[src/rtl/irmt_pkg.sv]
package irmt_pkg;

    localparam int ID_W = 32;

    typedef enum logic [1:0] {
        OP_ADD   = 2'd0,
        OP_QUERY = 2'd1,
        OP_CLEAR = 2'd2
    } op_t;

    typedef enum logic [1:0] {
        ST_OK      = 2'd0,
        ST_INVALID = 2'd1,
        ST_FULL    = 2'd2
    } status_t;

    // one stored inclusive range
    typedef struct packed {
        logic [ID_W-1:0] lo;
        logic [ID_W-1:0] hi;
    } range_t;

    // query token walking down the cell row
    typedef struct packed {
        logic            valid;
        logic [ID_W-1:0] probe;
        logic            hit;
    } token_t;

endpackage

[src/rtl/irmt_cell.sv]
module irmt_cell #(
    parameter int IDX = 0,
    parameter int CW  = 5
) (
    input  logic            clk,
    input  logic            rst_n,
    input  logic            shift_en,
    input  irmt_pkg::range_t range_in,
    output irmt_pkg::range_t range_out,
    input  logic [CW-1:0]   count,
    input  irmt_pkg::token_t tok_in,
    output irmt_pkg::token_t tok_out
);
    import irmt_pkg::*;

    range_t          range_reg;
    logic            tok_valid_reg;
    logic [ID_W-1:0] tok_probe_reg;
    logic            tok_hit_reg;
    logic            held;
    logic            match;

    // entries sit in cells 0..count-1, newest in cell 0
    assign held  = count > CW'(IDX);
    assign match = held && (range_reg.lo <= tok_in.probe) && (tok_in.probe <= range_reg.hi);

    always_ff @(posedge clk)
    begin
        if (shift_en)
        begin
            range_reg <= range_in;
        end
        tok_probe_reg <= tok_in.probe;
        tok_hit_reg   <= tok_in.hit | match;
    end

    always_ff @(posedge clk or negedge rst_n)
    begin
        if (!rst_n)
        begin
            tok_valid_reg <= 1'b0;
        end
        else
        begin
            tok_valid_reg <= tok_in.valid;
        end
    end

    assign range_out     = range_reg;
    assign tok_out.valid = tok_valid_reg;
    assign tok_out.probe = tok_probe_reg;
    assign tok_out.hit   = tok_hit_reg;

endmodule

[src/rtl/id_range_membership_table_unit.sv]
// Add, clear and unknown ops: done strobes in the cycle after accept; busy stays low,
// so a new item can be taken in the strobe cycle.
// Query: the probe walks one range cell per cycle; busy is then high until the token
// leaves the last cell; the result strobes as busy falls. The cell row sets this delay.
// Reset clears the entry count, busy and the strobe; stored ranges are not cleared.
// The receiver cannot stall: each result is on the ports for exactly one cycle.
module id_range_membership_table_unit #(
    parameter int MAX_RANGES = 16
) (
    input  logic        clk,
    input  logic        rst_n,
    input  logic        start,
    output logic        busy,
    input  logic [1:0]  op,
    input  logic [31:0] range_low,
    input  logic [31:0] range_high,
    input  logic [31:0] probe_id,
    output logic        done,
    output logic [1:0]  status,
    output logic        hit,
    output logic        is_empty,
    output logic [4:0]  entries
);
    import irmt_pkg::*;

    // count must hold MAX_RANGES itself
    localparam int CW = $clog2(MAX_RANGES + 1);

    logic          accept;
    logic          shift_en;
    range_t        new_range;
    range_t        range_chain [0:MAX_RANGES-1];
    token_t        tok_chain   [0:MAX_RANGES];

    logic [CW-1:0] count_reg,  count_next;
    logic          busy_reg,   busy_next;
    logic          done_reg,   done_next;
    status_t       status_reg, status_next;
    logic          hit_reg,    hit_next;

    assign accept       = start && !busy_reg;
    assign new_range.lo = range_low;
    assign new_range.hi = range_high;

    // a query token enters cell 0 straight from the ports
    assign tok_chain[0].valid = accept && (op == OP_QUERY);
    assign tok_chain[0].probe = probe_id;
    assign tok_chain[0].hit   = 1'b0;

    // a new range enters cell 0; older ones shift one cell down the row
    assign range_chain[0] = new_range;

    genvar gi;
    generate
        for (gi = 0; gi < MAX_RANGES; gi++)
        begin : g_cell
            if (gi < MAX_RANGES - 1)
            begin : g_mid
                irmt_cell #(
                    .IDX (gi),
                    .CW  (CW)
                ) u_cell (
                    .clk       (clk),
                    .rst_n     (rst_n),
                    .shift_en  (shift_en),
                    .range_in  (range_chain[gi]),
                    .range_out (range_chain[gi+1]),
                    .count     (count_reg),
                    .tok_in    (tok_chain[gi]),
                    .tok_out   (tok_chain[gi+1])
                );
            end
            else
            begin : g_last
                // last cell: its range drops off the end of the row
                irmt_cell #(
                    .IDX (gi),
                    .CW  (CW)
                ) u_cell (
                    .clk       (clk),
                    .rst_n     (rst_n),
                    .shift_en  (shift_en),
                    .range_in  (range_chain[gi]),
                    .range_out (),
                    .count     (count_reg),
                    .tok_in    (tok_chain[gi]),
                    .tok_out   (tok_chain[gi+1])
                );
            end
        end
    endgenerate

    // control: one item at a time, results go out through registers
    always_comb
    begin
        count_next  = count_reg;
        busy_next   = busy_reg;
        done_next   = 1'b0;
        status_next = ST_OK;
        hit_next    = 1'b0;
        shift_en    = 1'b0;

        // query token fell out of the last cell
        if (tok_chain[MAX_RANGES].valid)
        begin
            done_next = 1'b1;
            hit_next  = tok_chain[MAX_RANGES].hit;
            busy_next = 1'b0;
        end

        if (accept)
        begin
            unique case (op_t'(op))
                OP_ADD:
                begin
                    done_next = 1'b1;
                    if (range_low > range_high)
                    begin
                        status_next = ST_INVALID;
                    end
                    else if (count_reg == CW'(MAX_RANGES))
                    begin
                        status_next = ST_FULL;
                    end
                    else
                    begin
                        shift_en   = 1'b1;
                        count_next = count_reg + CW'(1);
                    end
                end
                OP_QUERY:
                begin
                    busy_next = 1'b1;
                end
                OP_CLEAR:
                begin
                    done_next  = 1'b1;
                    count_next = '0;
                end
                default:
                begin
                    // reserved op: report state unchanged
                    done_next = 1'b1;
                end
            endcase
        end
    end

    always_ff @(posedge clk or negedge rst_n)
    begin
        if (!rst_n)
        begin
            count_reg  <= '0;
            busy_reg   <= 1'b0;
            done_reg   <= 1'b0;
            status_reg <= ST_OK;
            hit_reg    <= 1'b0;
        end
        else
        begin
            count_reg  <= count_next;
            busy_reg   <= busy_next;
            done_reg   <= done_next;
            status_reg <= status_next;
            hit_reg    <= hit_next;
        end
    end

    assign busy     = busy_reg;
    assign done     = done_reg;
    assign status   = status_reg;
    assign hit      = hit_reg;
    // count is stable from the strobe on until the next accepted item lands
    assign is_empty = (count_reg == '0);
    assign entries  = 5'(count_reg);

endmodule

[config.mk]
export PLATFORM = sky130hd
export DESIGN_NAME = id_range_membership_table_unit
export DESIGN_NICKNAME = d
export VERILOG_FILES = /design/src/rtl/irmt_pkg.sv /design/src/rtl/irmt_cell.sv /design/src/rtl/id_range_membership_table_unit.sv
export SDC_FILE = /design/constraint.sdc
export NUM_CORES = 2
export LEC_CHECK = 0
export BUFFER_PORTS_ARGS = -buffer_cell sky130_fd_sc_hd__buf_2
export CAP_MARGIN = 15
export CORE_AREA = 4 4 343 345
export DETAILED_ROUTE_END_ITERATION = 10
export DIE_AREA = 0 0 347 349
export PLACE_DENSITY = 0.87
export SLEW_MARGIN = 20
export SYNTH_ARGS = -nofsm -noshare
export SYNTH_HDL_FRONTEND = slang
export SYNTH_SLANG_ARGS = --single-unit
[constraint.sdc]
create_clock -name clk -period 11.51 [get_ports clk]
set_clock_uncertainty 0.2 [all_clocks]
set_input_delay 0.5755 -clock clk [delete_from_list [all_inputs] [get_ports clk]]
set_output_delay 0.5755 -clock clk [all_outputs]
set_load 0.1 [all_outputs]
# --- After elaboration in Yosys (flattened, before gate mapping) ---
# Index checks and enable logic that the tools add are counted.
op_classes:
  n_addsub: 1
  order_cmp: 49
  eq_ne: 5
  n_mux: 18
  n_bitwise: 15
  n_reduce_logical: 39
ops:
  columns: ["operator", "n"]
  rows:
  - ["<= comparator 32 bit", 32]
  - ["> comparator 5 x 4 -> 1 bit (second input constant)", 8]
  - ["logical AND 1 bit", 34]
  - ["> comparator 32 bit", 1]
  - ["> comparator 5 x 3 -> 1 bit (second input constant)", 4]
  - ["bitwise OR 1 bit", 15]
  - ["2-to-1 mux 1 bit", 11]
  - ["> comparator 5 x 1 -> 1 bit (second input constant)", 2]
  - ["> comparator 5 x 2 -> 1 bit (second input constant)", 2]
  - ["2-to-1 mux 5 bit", 2]
  - ["one-hot mux 5 bit (2 select lines)", 1]
  - ["2-to-1 mux 2 bit", 4]
  - ["adder 5 x 1 -> 5 bit (second input constant)", 1]
  - ["== test 5 bit (second input constant)", 1]
  - ["logical NOT 5 bit", 1]
  - ["!= test 2 bit (second input constant)", 2]
  - ["AND reduction 4 bit", 1]
  - ["== test 2 x 1 -> 1 bit (second input constant)", 1]
  - ["== test 2 bit (second input constant)", 1]
  - ["logical NOT 2 bit", 1]
  - ["nonzero test 2 bit", 1]
  - ["logical NOT 1 bit", 1]
totals:
  reg_bits: 1546
  inputBits: 101
  output_inout_bits: 11
  word_cells: 211

# --- Logic depth before layout (Yosys ltp) ---
depth:
  word_depth: 5
  depth_mapped: 10

# --- Modules after synthesis ---
# A second synthesis with hierarchy kept.
unflattened:
  cells_unflattened: 5482
  hier_area_um2: 70062.2
by_module_without_submodules:
  columns: ["mod", "n_inst", "cells_each", "area_each_um2", "seq_area_each_um2"]
  rows:
  - ["irmt_cell (g_cell[13].g_mid.u_cell)", 1, 334, 4394.2, 2607.5]
  - ["irmt_cell (g_cell[9].g_mid.u_cell)", 1, 335, 4386.7, 2607.5]
  - ["irmt_cell (g_cell[7].g_mid.u_cell)", 1, 334, 4295.4, 2607.5]
  - ["irmt_cell (g_cell[11].g_mid.u_cell)", 1, 332, 4292.9, 2607.5]
  - ["irmt_cell (g_cell[12].g_mid.u_cell)", 1, 334, 4291.6, 2607.5]
  - ["irmt_cell (g_cell[3].g_mid.u_cell)", 1, 328, 4291.6, 2607.5]
  - ["irmt_cell (g_cell[6].g_mid.u_cell)", 1, 333, 4291.6, 2607.5]
  - ["irmt_cell (g_cell[4].g_mid.u_cell)", 1, 334, 4290.4, 2607.5]
  - ["irmt_cell (g_cell[14].g_mid.u_cell)", 1, 332, 4289.1, 2607.5]
  - ["irmt_cell (g_cell[10].g_mid.u_cell)", 1, 332, 4279.1, 2607.5]
  - ["irmt_cell (g_cell[8].g_mid.u_cell)", 1, 331, 4279.1, 2607.5]
  - ["irmt_cell (g_cell[0].g_mid.u_cell)", 1, 330, 4276.6, 2607.5]
  - ["irmt_cell (g_cell[15].g_last.u_cell)", 1, 325, 4254.1, 2607.5]
  - ["irmt_cell (g_cell[5].g_mid.u_cell)", 1, 333, 4245.3, 2607.5]
  - ["3 more rows", null, null, null, null]

# --- Worst setup path before layout ---
# OpenSTA, ideal clock, no wires.
synth_path:
  path_kind: "input -> register"
  from: "input range_high[23]"
  to: "register count_reg[0] (netlist: entries[0])"
  setup_ps: 112
  arrival_time_ps: 9755
  t_required_ps: 11198
  path_slack_ps: 1443
  cell_stages: 9
  path_buffers: 0
  cell_sequence: "inv_1 ha_1 nand4_1 or4_4 o21bai_1 o22ai_1 nor3b_2 and2_4 mux2_4"
synth_via:
  elab_chain_len: 3
synth_rtl:
  columns: ["item", "line_no", "rtl"]
  rows:
  - ["from (decl)", "id_range_membership_table_unit.sv:16", "input logic [31:0] range_high,"]
  - ["> comparator 32 bit", "id_range_membership_table_unit.sv:117", "if (range_low > range_high)"]
  - ["!= test 2 bit (no source line)", null, null]
  - ["AND reduction 4 bit (no source line)", null, null]
  - ["to (signal assigned)", "id_range_membership_table_unit.sv:161", "count_reg <= count_next;"]
  - ["to (decl)", "id_range_membership_table_unit.sv:35", "logic [CW-1:0] count_reg, count_next;"]
# Every way passes these cells.
# A chain may end at the register's enable or synchronous reset.

# --- Worst setup path in the final report ---
layout_path:
  from: "input range_high[11]"
  to: "register g_cell[15].g_last.u_cell.range_reg (netlist bit g_cell[15].g_last.u_cell.range_out[10]), enable pin"
layout_via:
  elab_chain_len: 4
layout_rtl:
  columns: ["item", "line_no", "rtl"]
  rows:
  - ["> comparator 32 bit", "id_range_membership_table_unit.sv:117", null]
  - ["2-to-1 mux 1 bit", "id_range_membership_table_unit.sv:117", null]
  - ["2-to-1 mux 1 bit", "id_range_membership_table_unit.sv:113", "unique case (op_t'(op))"]
  - ["2-to-1 mux 1 bit", "id_range_membership_table_unit.sv:111", "if (accept)"]
  - ["named net g_cell[0].g_mid.u_cell.shift_en", "irmt_cell.sv:7", "input logic shift_en,"]
  - ["to (signal assigned)", "irmt_cell.sv:31", "range_reg <= range_in;"]
  - ["to (decl)", "irmt_cell.sv:16", "range_t range_reg;"]
# The timed path passes the listed nets, and every way through them passes these cells.

==> flow_summary.ini <==
[yosys]
synth-adder-area-share = 0.195
synth_edf_count = 1024
ys_seq_area_frac = 0.606
syn-instance-count = 5346
synth_largest_area_cell = edfxtp_1
ys_dominant_reg_cell = edfxtp_1
synthArstFlopShare = 0.0168
synth_mux_area_frac = 0.000220
ys_types = 67
syn_area_per_cell_sq_um = 12.8
syn-num-nets = 6508
syn-cell-area_sq_mm = 0.0682
synth-simple-area-share = 0.0572
yosysWarnings = 0
synth_top_family_by_area = adder cells
synth_area_leaders = edfxtp_1 (45%), ha_1 (19%), dfxtp_1 (15%)
yosys_register_bits = 1546
yosysTopAreaCellShare = 0.451
synthXorXnorAreaFrac = 0
synth-compound-area-share = 0.0820

[clock_tree]
cts.reportedPaths.clkPinSlew_ps = 60
ctsResizeCount = 0
cts.sinks = 1546
cts_buffers = 145
clk_path_buf_depth = 3
root_buffer = clkbuf_16
tritoncts = built
worst_skew_pair.late_latency_ps = 750
cts_max_level = 4

[power]
seqPwrFrac = 0.536
clkPwrFrac = 0.418
peakVddDrop_uv = 117
cellLeakagePower_nw = 34.4
power.share.switching = 0.211
p_sw_mw = 2.38
p_per_area_mw_per_mm2 = 147
combPwrFrac = 0.046
p_int_mw = 8.88

[setup_path]
worstSetupEndpointType = flop
arrival_ps = 5680
r2r-start = entries[0]
required_ps = 11670
worstPathMaxFanout = 194
worstSetupPathType = in2reg
reg2reg_slack_ps = 7000
start_kind = input port
r2r_cells = 7
r2r_end = g_cell[15].g_last.u_cell.range_out[10]

[detailed_routing]
viasPerCell = 5.69
firstDrtPassIters = 7
antenna_left = 0
drcViolationCount = 0
wl_mm = 140
first_iter_violations = 2816
wire_per_inst_um = 19.1
met1Wirelength_mm = 51.8
vias = 41801
routed.top_layer = met5
wl_met2_mm = 71.4
dr_wl_met3_mm = 7.01

[finish]
final_area_sq_mm = 0.0765
drive_above_1_share = 0.0603
stdcell_count = 7346
final_net_count = 6872
largest_register_ffs = 960
area_growth_syn_to_layout_pct = 12.2
diodes = 0
fill_cells = 7509

[place]
placed_cell_area_sq_mm = 0.0707
place_ws_ps = 6010
dp_hpwl_mm = 100
portBuffers = 111
gp_congestion = 0.962
dp.cells = 6972

[sta]
hold_viol = 0
rsz0062_at_grt = false
max_slew_margin = 0.255
setup_slack_ps = 6000
slew_violations = 0
fmax_mhz = 181
setup_viol = 0
tns_ps = 0
min_period_ps = 5510
finalCritPeriodShare = 0.479
worst_slew_pin_slew_ps = 1120

[hold_path]
hp-start = g_cell[11].g_mid.u_cell.tok_valid_reg
worstHoldPathCells = 0
hp-class = reg2reg
hold_end = g_cell[12].g_mid.u_cell.tok_valid_reg

[run]
drv_cap = 0

[global_route]
grt_pass1_vias = 44822
grt_pass1_wl_mm = 224
overflow = 0
track_usage = 0.231
antenna_found_initial = 2
grt_max_degree = 225

[floorplan]
dieArea_sq_mm = 0.121
ios = 112
dieHeight_um = 349
rows = 124
start_util = 0.597
coreArea_sq_mm = 0.114
die_w_um = 347

[outcome]
outcome = finished clean
==> metrics by stage <==
stage / hold WS [ps] / power [mW] / utilization
after floorplan: 79.9 / 6.44 / -
after global placement: 132 / 6.57 / 0.619
after detailed placement: 135 / 6.62 / 0.619
after CTS: 135 / 11.3 / 0.670
after global routing: 141 / 11.6 / 0.670
final: 131 / 11.3 / 0.670
==> layout by cell type, fill, tap and decap left out, types with 137 or more instances in the layout <==
cell type,synthesis,routed
nand4_1,213,213
o21ai_0,137,137
clkbuf_16,0,150
a21o_1,163,163
ha_1,1061,1061
dfxtp_1,496,496
a21oi_1,373,373
edfxtp_1,1024,1024
inv_1,1083,1083
nand2_1,195,195
==> worst max path at each step <==
stage	from	end	slack, ps
6_report	range_high[11]	g_cell[15].g_last.u_cell.range_out[10]	6000
5_1_grt	range_high[11]	g_cell[13].g_mid.u_cell.range_out[40]	5790
4_1_cts	range_low[23]	g_cell[11].g_mid.u_cell.range_out[5]	6250
3_5_place_dp	range_high[23]	g_cell[15].g_last.u_cell.range_out[11]	6010
3_3_place_gp	range_high[23]	g_cell[14].g_mid.u_cell.range_out[43]	6120
2_1_floorplan	range_high[23]	entries[0]	1440
==> worst max-delay path, cell delays in order <==
cell	delay (ps)
dlygate4sd3_1	540
buf_2	140
inv_1	50
ha_1	300
nand4_1	250
or4_4	620
o21bai_1	180
o22ai_1	140
nor3b_2	350
and2_4	530
buf_12	710
buf_4	930
==> kinds of logic (layout without fill, tap and decap cells) <==
logic type | count (synthesis) | count (layout)
flops | 1546 | 1546
buf+inv | 1088 | 1576
mux | 1 | 1
compound gates | 896 | 896
simple gates | 754 | 754
fa+ha+maj | 1061 | 1061
==> cell usage after synthesis (8+ instances only) <==
cell / number
nand3_1: 64
or3_1: 8
nor2_1: 112
ha_1: 1061
dfrtp_1: 26
or4_1: 8
o21ai_0: 137
edfxtp_1: 1024
a21o_1: 163
nand2_1: 195
o311ai_0: 8
a21oi_1: 373
a2111oi_0: 20
a22oi_1: 8
nand4_1: 213
o2111ai_1: 8
inv_1: 1083
o21a_1: 11
nor3_1: 44
a211oi_1: 52
o211ai_1: 34
nor4_1: 20
a221oi_1: 11
nor2b_1: 52
dfxtp_1: 496
and4_1: 10
==> power by group through the flow <==
stage	logic, mW	clock network, mW	registers [mW]
6_report	0.520	4.70	6.03
5_1_grt	0.590	4.99	6.04
4_1_cts	0.512	4.76	6.03
3_5_place_dp	0.471	0	6.15
3_3_place_gp	0.428	0	6.14
2_1_floorplan	0.324	0	6.11
==> routing by layer <==
layer,vias up,GRT usage
met2,1362,0.424
met3,545,0.0393
met4,2,0.144
li1,19919,-
met1,19973,0.247
met5,-,0
==> what timing repair did <==
action                                  4_1_cts  5_1_grt
endpoints found under the setup margin        0        0
buffers inserted                              0        0
hold buffers                                102        0
hold endpoints to repair                    126        0
==> layout make-up <==
class | count | area [sq um] | share of cell area
flip-flops and latches | 1546 | 41300 | 0.540
multi-input cells | 2712 | 22800 | 0.298
clock buffers | 212 | 4200 | 0.0548
inverters | 1083 | 4070 | 0.0531
well taps | 1512 | 1890 | 0.0247
repair buffers | 222 | 1720 | 0.0224
clock inverters | 59 | 544 | 0.00711
Power figures use the tool's default switching activity.
